## src/rtl/pdc_pkg.sv

```systemverilog
// ----------------------------------------------------------------------------
// PID heater duty controller package
// Shared widths, register indexes and reset values of the controller.
// ----------------------------------------------------------------------------
`default_nettype none

package pdc_pkg;

  // stream and configuration widths
  localparam int DATA_W      = 16;
  localparam int CFG_INDEX_W = 3;
  localparam int CFG_DATA_W  = 16;
  localparam int LIMIT_W     = 15;

  // configuration register indexes
  localparam logic [CFG_INDEX_W-1:0] REG_SETPOINT       = 3'd0;
  localparam logic [CFG_INDEX_W-1:0] REG_KP             = 3'd1;
  localparam logic [CFG_INDEX_W-1:0] REG_KI_DT          = 3'd2;
  localparam logic [CFG_INDEX_W-1:0] REG_KD_OVER_DT     = 3'd3;
  localparam logic [CFG_INDEX_W-1:0] REG_INTEGRAL_LIMIT = 3'd4;
  localparam logic [CFG_INDEX_W-1:0] REG_OUTPUT_MAX     = 3'd5;

  // register reset values
  localparam logic [DATA_W-1:0]  SETPOINT_RST       = 16'd3463;
  localparam logic [DATA_W-1:0]  KP_RST             = 16'd3072;
  localparam logic [DATA_W-1:0]  KI_DT_RST          = 16'd1966;
  localparam logic [DATA_W-1:0]  KD_OVER_DT_RST     = 16'd64000;
  localparam logic [LIMIT_W-1:0] INTEGRAL_LIMIT_RST = 15'd100;
  localparam logic [DATA_W-1:0]  OUTPUT_MAX_RST     = 16'd1000;

endpackage

`default_nettype wire

```

## src/rtl/pid_heater_duty_controller.sv

```systemverilog
// ----------------------------------------------------------------------------
// PID heater duty controller
// Turns each temperature sample into a heater PWM duty value with a clamped
// integral term and saturated output.
// ----------------------------------------------------------------------------
//
//  channel   direction  tdata fields (low bit up)   notes
//  s_*       in         temperature[15:0] signed    one sample per beat
//  m_*       out        duty[15:0] unsigned         one duty per sample
//  cfg_*     in         cfg_data[15:0] by index     write only, no wait
//
//  Throughput is one beat per cycle while m_tready keeps the output moving;
//  a beat passes the input register (loaded on the accepting edge), then the
//  multiply stage and the output stage before m_tvalid rises. The integral
//  feedback closes inside the output stage.
//  rst is synchronous: it clears the pipeline, integral and last error and
//  loads the register defaults. With m_tready low the result holds and the
//  pipeline fills up to three beats, the held one included, before s_tready drops.
// ----------------------------------------------------------------------------
`default_nettype none

module pid_heater_duty_controller (
  input  logic                             clk,
  input  logic                             rst,
  // slave side: temperature[15:0]
  input  logic                             s_tvalid,
  output logic                             s_tready,
  input  logic [pdc_pkg::DATA_W-1:0]       s_tdata,
  // master side: duty[15:0]
  output logic                             m_tvalid,
  input  logic                             m_tready,
  output logic [pdc_pkg::DATA_W-1:0]       m_tdata,
  // configuration write port
  input  logic                             cfg_we,
  input  logic [pdc_pkg::CFG_INDEX_W-1:0]  cfg_index,
  input  logic [pdc_pkg::CFG_DATA_W-1:0]   cfg_data
);

  import pdc_pkg::*;

  // configuration registers
  logic signed [15:0]        setpoint;
  logic [15:0]               kp;
  logic [15:0]               ki_dt;
  logic [15:0]               kd_over_dt;
  logic [LIMIT_W-1:0]        integral_limit;
  logic [15:0]               output_max;

  // controller state
  logic signed [15:0]        integral;
  logic signed [17:0]        last_error;

  // pipeline registers
  logic                      v0;
  logic signed [15:0]        temp0;
  logic                      v1;
  logic signed [33:0]        pterm1;
  logic signed [34:0]        dterm1;
  logic signed [33:0]        iprod1;
  logic                      o_valid;
  logic [15:0]               duty;

  // stage enables
  logic                      out_adv;
  logic                      en1;
  logic                      en0;

  // multiply stage logic
  logic signed [16:0]        err_c;
  logic signed [17:0]        derr_c;
  logic signed [16:0]        kp_s;
  logic signed [16:0]        ki_s;
  logic signed [16:0]        kd_s;
  logic signed [33:0]        pterm_c;
  logic signed [34:0]        dterm_c;
  logic signed [33:0]        iprod_c;

  // output stage logic
  logic signed [34:0]        acc_c;
  logic signed [34:0]        acc_t;
  logic signed [18:0]        acc_q;
  logic signed [18:0]        lim_c;
  logic signed [15:0]        integral_next;
  logic signed [35:0]        total_c;
  logic [27:0]               q_c;
  logic [15:0]               duty_next;

  // advance when the next stage is empty or moving
  assign out_adv  = !o_valid || m_tready;
  assign en1      = !v1 || out_adv;
  assign en0      = !v0 || en1;
  assign s_tready = en0;
  assign m_tvalid = o_valid;
  assign m_tdata  = duty;

  // error, derivative difference and the three gain products
  always_comb begin
    err_c   = 17'(setpoint) - 17'(temp0);
    derr_c  = 18'(err_c) - last_error;
    kp_s    = $signed({1'b0, kp});
    ki_s    = $signed({1'b0, ki_dt});
    kd_s    = $signed({1'b0, kd_over_dt});
    pterm_c = 34'(err_c) * 34'(kp_s);
    dterm_c = 35'(derr_c) * 35'(kd_s);
    iprod_c = 34'(err_c) * 34'(ki_s);
  end

  // integral update, clamp, sum and output saturation
  always_comb begin
    acc_c = $signed({{3{integral[15]}}, integral, 16'h0000}) + 35'(iprod1);
    // truncate toward zero: bias negative values before the shift
    if (acc_c[34]) begin
      acc_t = acc_c + 35'sd65535;
    end else begin
      acc_t = acc_c;
    end
    acc_q = acc_t[34:16];
    lim_c = $signed({4'b0000, integral_limit});
    if (acc_q > lim_c) begin
      integral_next = lim_c[15:0];
    end else if (acc_q < -lim_c) begin
      integral_next = 16'(-lim_c);
    end else begin
      integral_next = acc_q[15:0];
    end
    total_c = 36'(pterm1) + $signed({{12{integral_next[15]}}, integral_next, 8'h00})
              + 36'(dterm1);
    q_c = total_c[35:8];
    // a negative sum truncates to zero or below and saturates to zero
    if (total_c[35]) begin
      duty_next = 16'h0000;
    end else if (q_c > 28'(output_max)) begin
      duty_next = output_max;
    end else begin
      duty_next = q_c[15:0];
    end
  end

  // configuration writes
  always_ff @(posedge clk) begin
    if (rst) begin
      setpoint       <= SETPOINT_RST;
      kp             <= KP_RST;
      ki_dt          <= KI_DT_RST;
      kd_over_dt     <= KD_OVER_DT_RST;
      integral_limit <= INTEGRAL_LIMIT_RST;
      output_max     <= OUTPUT_MAX_RST;
    end else if (cfg_we) begin
      case (cfg_index)
        REG_SETPOINT:       setpoint       <= cfg_data;
        REG_KP:             kp             <= cfg_data;
        REG_KI_DT:          ki_dt          <= cfg_data;
        REG_KD_OVER_DT:     kd_over_dt     <= cfg_data;
        REG_INTEGRAL_LIMIT: integral_limit <= cfg_data[LIMIT_W-1:0];
        REG_OUTPUT_MAX:     output_max     <= cfg_data;
        default: ;
      endcase
    end
  end

  // pipeline valids and controller state
  always_ff @(posedge clk) begin
    if (rst) begin
      v0         <= 1'b0;
      v1         <= 1'b0;
      o_valid    <= 1'b0;
      integral   <= '0;
      last_error <= '0;
    end else begin
      if (en0) begin
        v0 <= s_tvalid;
      end
      if (en1) begin
        v1 <= v0;
        if (v0) begin
          last_error <= 18'(err_c);
        end
      end
      if (out_adv) begin
        o_valid <= v1;
        if (v1) begin
          integral <= integral_next;
        end
      end
    end
  end

  // payload registers
  always_ff @(posedge clk) begin
    if (en0 && s_tvalid) begin
      temp0 <= s_tdata;
    end
    if (en1 && v0) begin
      pterm1 <= pterm_c;
      dterm1 <= dterm_c;
      iprod1 <= iprod_c;
    end
    if (out_adv && v1) begin
      duty <= duty_next;
    end
  end

endmodule

`default_nettype wire

```

## config.mk

```make
export PLATFORM = sky130hd
export DESIGN_NAME = pid_heater_duty_controller
export DESIGN_NICKNAME = d
export VERILOG_FILES = /design/src/rtl/pdc_pkg.sv /design/src/rtl/pid_heater_duty_controller.sv
export SDC_FILE = /design/constraint.sdc
export NUM_CORES = 2
export LEC_CHECK = 0
export BUFFER_PORTS_ARGS = -buffer_cell sky130_fd_sc_hd__buf_2
export CORE_MARGIN = 3
export CORE_UTILIZATION = 55
export CTS_BUF_LIST = sky130_fd_sc_hd__clkbuf_4
export DETAILED_ROUTE_END_ITERATION = 10
export PLACE_DENSITY = 0.74
export SYNTH_ARGS = -nofsm -noshare
export SYNTH_HDL_FRONTEND = slang
export SYNTH_SLANG_ARGS = --single-unit
export TNS_END_PERCENT = 20
```

## constraint.sdc

```tcl
create_clock -name clk -period 19 [get_ports clk]
set_clock_uncertainty 0.2 [all_clocks]
set_input_delay 0.95 -clock clk [delete_from_list [all_inputs] [get_ports clk]]
set_output_delay 0.95 -clock clk [all_outputs]
set_load 0.01 [all_outputs]
```

### After elaboration in Yosys (flattened, before gate mapping)

Index checks and enable logic that the tools add are counted.

| operators by class | value |
|---|---|
| $lt $le $gt $ge | 3 |
| muxes and demuxes | 4 |
| reductions and logical operators | 18 |
| $mul | 3 |
| $add $sub $neg | 7 |
| equality and inequality tests | 5 |

Operators with widths:

| cell | count |
|---|---|
| $mul 17x17->34 | 2 |
| $mux 16 | 3 |
| $add 35x35->36 | 1 |
| $add 32x34->35 | 1 |
| $add 34x24->35 | 1 |
| $add 35x17->35 const B | 1 |
| $mul 18x17->35 | 1 |
| $mux 35 | 1 |
| $gt 28x16->1 | 1 |
| $gt 19x16->1 | 1 |
| $lt 19x19->1 | 1 |
| $neg 15->19 | 1 |
| $sub 17x17->18 | 1 |
| $sub 16x16->17 | 1 |
| $reduce_and 2->1 | 8 |
| $eq 3x2->1 const B | 2 |
| $eq 3x3->1 const B | 2 |
| $eq 3x1->1 const B | 1 |
| $logic_and 1x1->1 | 3 |
| $logic_not 1->1 | 3 |
| $logic_not 3->1 | 1 |
| $logic_or 1x1->1 | 3 |

| word-level totals | value |
|---|---|
| register bits | 266 |
| logic and storage cells | 56 |
| input port bits | 40 |
| output and inout port bits | 18 |

### Logic depth before layout (Yosys ltp)

| logic depth | value |
|---|---|
| depth after elaboration | 10 |
| mapped depth | 56 |
| mapped depth without buffers | 51 |

### Worst setup path before layout

OpenSTA, ideal clock, no wires.

| timing path | value |
|---|---|
| kind | reg-to-reg |
| start point | reg setpoint[0] |
| end point | reg dterm1[34], data pin |
| arrival time | 10.261 ns |
| stages on the path, launching flop included | 43 |
| setup slack | 8.279 ns |
| buffers on the path | 3 |
| period minus slack after synthesis | 10.721 ns |
| setup time | 0.260 ns |
| cell sequence | dfxtp_1 inv_1 ha_1 inv_1 fa_1 a21o_1 a21oi_1 o21ai_0 a21oi_1 o21bai_1 a21oi_1 o21bai_1 a2111oi_0 nor2_1 o311ai_1 clkbuf_1 ha_1 and3_1 [7 not listed] inv_1 fa_1 inv_1 fa_1 fa_1 fa_1 inv_1 fa_1 ha_1 nand2_1 nand2_1 a2111oi_0 a211o_1 a31oi_1 a311o_1 a221o_1 a21oi_1 xnor2_1 |

| between the ends | value |
|---|---|
| word-level cells in the longest chain between the ends | 3 |

RTL lines:

| element | line | RTL |
|---|---|---|
| from (decl) | pid_heater_duty_controller.sv:42 | `logic signed [15:0] setpoint;` |
| from (signal assigned) | pid_heater_duty_controller.sv:150 | `REG_SETPOINT: setpoint <= cfg_data;` |
| $sub 16x16->17 | pid_heater_duty_controller.sv:98 | `err_c = 17'(setpoint) - 17'(temp0);` |
| net err_c[14] | pid_heater_duty_controller.sv:69 | `logic signed [16:0] err_c;` |
| $sub 17x17->18 | pid_heater_duty_controller.sv:99 | `derr_c = 18'(err_c) - last_error;` |
| $mul 18x17->35 | pid_heater_duty_controller.sv:104 | `dterm_c = 35'(derr_c) * 35'(kd_s);` |
| net dterm_c[34] | pid_heater_duty_controller.sv:75 | `logic signed [34:0] dterm_c;` |
| to (signal assigned) | pid_heater_duty_controller.sv:195 | `dterm1 <= dterm_c;` |
| to (decl) | pid_heater_duty_controller.sv:58 | `logic signed [34:0] dterm1;` |

The timed path passes the listed nets, and every way through them passes these cells.
A chain may end at the register's enable or synchronous reset.

### Worst setup path in the final report

| timing path | value |
|---|---|
| start point | reg iprod1[27] |
| end point | reg duty[8] (netlist: m_tdata[8]), data pin |

| between the ends | value |
|---|---|
| word-level cells in the longest chain between the ends | 10 |
| elaborated cells on any way between the ends | 11 |
| those cells by class | 4 x add/sub; 3 x order compare; 4 x mux |

RTL lines:

| element | line | RTL |
|---|---|---|
| from (decl) | pid_heater_duty_controller.sv:59 | `logic signed [33:0] iprod1;` |
| from (signal assigned) | pid_heater_duty_controller.sv:196 | `iprod1 <= iprod_c;` |
| $add 32x34->35 * | pid_heater_duty_controller.sv:110 | `acc_c = $signed({{3{integral[15]}}, integral, 16'h0000}) + 35'(iprod1);` |
| $add 35x17->35 | pid_heater_duty_controller.sv:113 | `acc_t = acc_c + 35'sd65535;` |
| $mux 35 * | pid_heater_duty_controller.sv:112 | `if (acc_c[34]) begin` |
| $lt 19x19->1 | pid_heater_duty_controller.sv:121 | `end else if (acc_q < -lim_c) begin` |
| $mux 16 | pid_heater_duty_controller.sv:121 |  |
| $mux 16 * | pid_heater_duty_controller.sv:119 | `if (acc_q > lim_c) begin` |
| net integral_next[2] | pid_heater_duty_controller.sv:83 | `logic signed [15:0] integral_next;` |
| $add 34x24->35 * | pid_heater_duty_controller.sv:126 | `total_c = 36'(pterm1) + $signed({{12{integral_next[15]}}, integral_next, 8'h00})` |
| $add 35x35->36 * | pid_heater_duty_controller.sv:127 | `+ 36'(dterm1);` |
| $gt 28x16->1 | pid_heater_duty_controller.sv:132 | `end else if (q_c > 28'(output_max)) begin` |
| $mux 16 | pid_heater_duty_controller.sv:132 |  |
| to (signal assigned) | pid_heater_duty_controller.sv:199 | `duty <= duty_next;` |
| to (decl) | pid_heater_duty_controller.sv:61 | `logic [15:0] duty;` |

Mark *: on every way through the listed nets, which the timed path passes. The rest lies on a longest branch.

==> results.json <==
{
  "critPathCaptureType": "flip-flop",
  "crit_path_start_kind": "flip-flop",
  "slowest_delay_ns": 0.56,
  "antenna_found_initial": 4,
  "cts.htree.levels": 3,
  "drv_cap": 0,
  "r2r_start": "iprod1[27]",
  "syn-num-nets": 6645,
  "place_area_um2": 49500,
  "initialDrtViolationCount": 2691,
  "tightest_slew_ns": 1.16,
  "ys_seq_elements": 266,
  "max_clock_freq_mhz": 83.7,
  "cts_buffers": 72,
  "vias_per_cell": 5.60,
  "finalHoldViolCount": 0,
  "post_cts_resized": 0,
  "drive_gt1_share_pct": 5.46,
  "maxSlewViolCount": 0,
  "slowest_stage": "and4_1",
  "ys_types": 98,
  "ioPinCount": 58,
  "grt_pass1_wl_mm": 202,
  "cts_buffer_depth": 3,
  "dpl.hpwl_mm": 99.0,
  "yosysMostFrequentCell": "inv_1",
  "setup_viol": 0,
  "wl_per_cell_um": 19.2,
  "dp_cells": 6348,
  "finalCriticalPeriod_ns": 11.95,
  "synth_ff_type": "edfxtp_1",
  "insertion_delay_ns": 0.84,
  "r2r-end": "m_tdata[8]",
  "instances_no_fill": 6483,
  "crit_path_end": "m_tdata[8]",
  "cts_tree": "done",
  "syn-cell-area_um2": 48100,
  "layout.nets": 6601,
  "postCtsHoldBufs": 0,
  "port_buffers": 57,
  "rsz0062_at_grt": "false",
  "synthCells": 5322,
  "core-area_um2": 85900,
  "ant_nets": 0,
  "synth_edf_count": 135,
  "whs_ns": 0.0788,
  "cpMostUsedCell": "o21ai_0",
  "root_buffer": "clkbuf_4",
  "hold_class": "in2reg",
  "period_share_pct": 62.9,
  "die_w_um": 302,
  "die_y_um": 302,
  "cts.sinks": 266,
  "relSlewSlack_pct": 22.9,
  "reg2regPathDepth": 43,
  "synth_top_area_share_pct": 36.6,
  "grt_max_degree": 82,
  "grt-ovfl-total": 0,
  "status": "complete, no violations",
  "syn_area_per_cell_um2": 9.05,
  "async_flop_share_pct": 0,
  "design_area_um2": 50500,
  "wl_mm": 125,
  "place_congestion": 0.955,
  "reg2reg_slack_ns": 7.05,
  "yosys_warnings": 0,
  "critPathKind": "reg2reg",
  "worstPathRequired_ns": 19.35,
  "grt_usage_pct": 28.4,
  "ys_seq_area_share_pct": 13.9,
  "cts_setup_buffers": 0,
  "synth_common_cells": "1085 x inv_1, 881 x fa_1, 784 x nand2_1",
  "crit_start": "iprod1[27]",
  "routed-via-count": 36300,
  "rows": 107,
  "clk_pin_slew_worst_paths_ns": 0.10,
  "initial_core_util_pct": 56.0,
  "first_global_vias": 37600,
  "die-area_um2": 91100,
  "synth_area_leaders": "fa_1 37%, ha_1 10%, inv_1 8.5%, edfxtp_1 8.4%, nand2_1 6.1%",
  "tns_ns": 0,
  "drcViolationCount": 0,
  "synth_top_area_cell": "fa_1",
  "path_max_fanout": 35,
  "area_growth_pct": 4.81,
  "cp.arrival_ns": 12.29,
  "dr.pass1.iters": 9
}
state kept, by name, summed over array words and instances (netlist names), 17 cells and up:
register,cells
dterm1,35
iprod1,34
last_error,17
pterm1,34
per-stage QoR:
step           worst slack [ns]  utilization [%]
6_report                   7.05             58.7
5_1_grt                    6.11             58.7
4_1_cts                    7.21             58.7
3_5_place_dp               7.33             57.6
3_3_place_gp               7.61             57.6
2_1_floorplan              8.28                -
layout by cell type, fill, tap and decap left out, types with 34 or more instances in the layout:
cell type / synthesis / final
fa_1: 881 / 881
clkbuf_4: 0 / 95
nand2b_1: 39 / 39
nand4_1: 35 / 35
edfxtp_1: 135 / 135
nor2_1: 127 / 121
nand3_1: 62 / 62
ha_1: 402 / 402
a21oi_1: 204 / 203
xnor2_1: 122 / 116
buf_4: 2 / 52
dfxtp_1: 131 / 131
and2_1: 338 / 338
nor3_1: 51 / 51
nor2b_1: 74 / 74
a21o_1: 61 / 61
buf_2: 4 / 56
and3_1: 49 / 49
nand2_1: 784 / 784
o21ai_0: 104 / 104
xor2_1: 39 / 34
inv_1: 1085 / 1085
worst max-delay path: cells and delay by family (launching register included):
kind	cells	cell delay [ns]
compound gates	27	5.74
simple gates	9	3.12
fa+ha+maj	5	1.71
xor+xnor	2	0.50
flops	1	0.37
final cells by class:
| class | count | area (um2) |
|---|---|---|
| timing repair buffer | 108 | 671 |
| inverter | 1088 | 4090 |
| fill | 7463 | 35500 |
| clock buffer | 95 | 713 |
| clock inverter | 34 | 208 |
| sequential | 266 | 6680 |
| tap | 1144 | 1430 |
| multi-input combinational | 3742 | 36700 |
| antenna | 6 | 15.0 |
cells by family after synthesis:
| kind of cell | after synthesis | share of synthesized area (%) |
|---|---|---|
| simple gates | 1644 | 16.5 |
| buf+inv | 1314 | 10.3 |
| fa+ha+maj | 1283 | 47.1 |
| compound gates | 630 | 8.73 |
| flops | 266 | 13.9 |
| xor+xnor | 162 | 2.96 |
| mux | 23 | 0.486 |
metal layers:
metal,vias up,wire (um),GRT usage (%)
met5,-,0,0
met4,0,4860,10.4
met3,260,11000,5.67
met2,1465,57300,45.6
met1,18000,51400,38.4
li1,16500,-,-
worst min-delay path by stage:
| stage | start | endpoint | slack [ns] | cells after the start |
|---|---|---|---|---|
| 6_report | s_tdata[11] | temp0[11] | 0.08 | 1 |
| 5_1_grt | s_tdata[11] | temp0[11] | 0.02 | 1 |
| 4_1_cts | s_tdata[11] | temp0[11] | 0.004 | 1 |
| 3_5_place_dp | last_error[12] | last_error[12] | 0.25 | 2 |
| 3_3_place_gp | last_error[5] | last_error[5] | 0.24 | 2 |
| 2_1_floorplan | last_error[10] | last_error[10] | 0.24 | 2 |
Power is left out: the tool's default activity adds up to more than one toggle a clock period on the data nets, which glitch-free logic cannot reach.
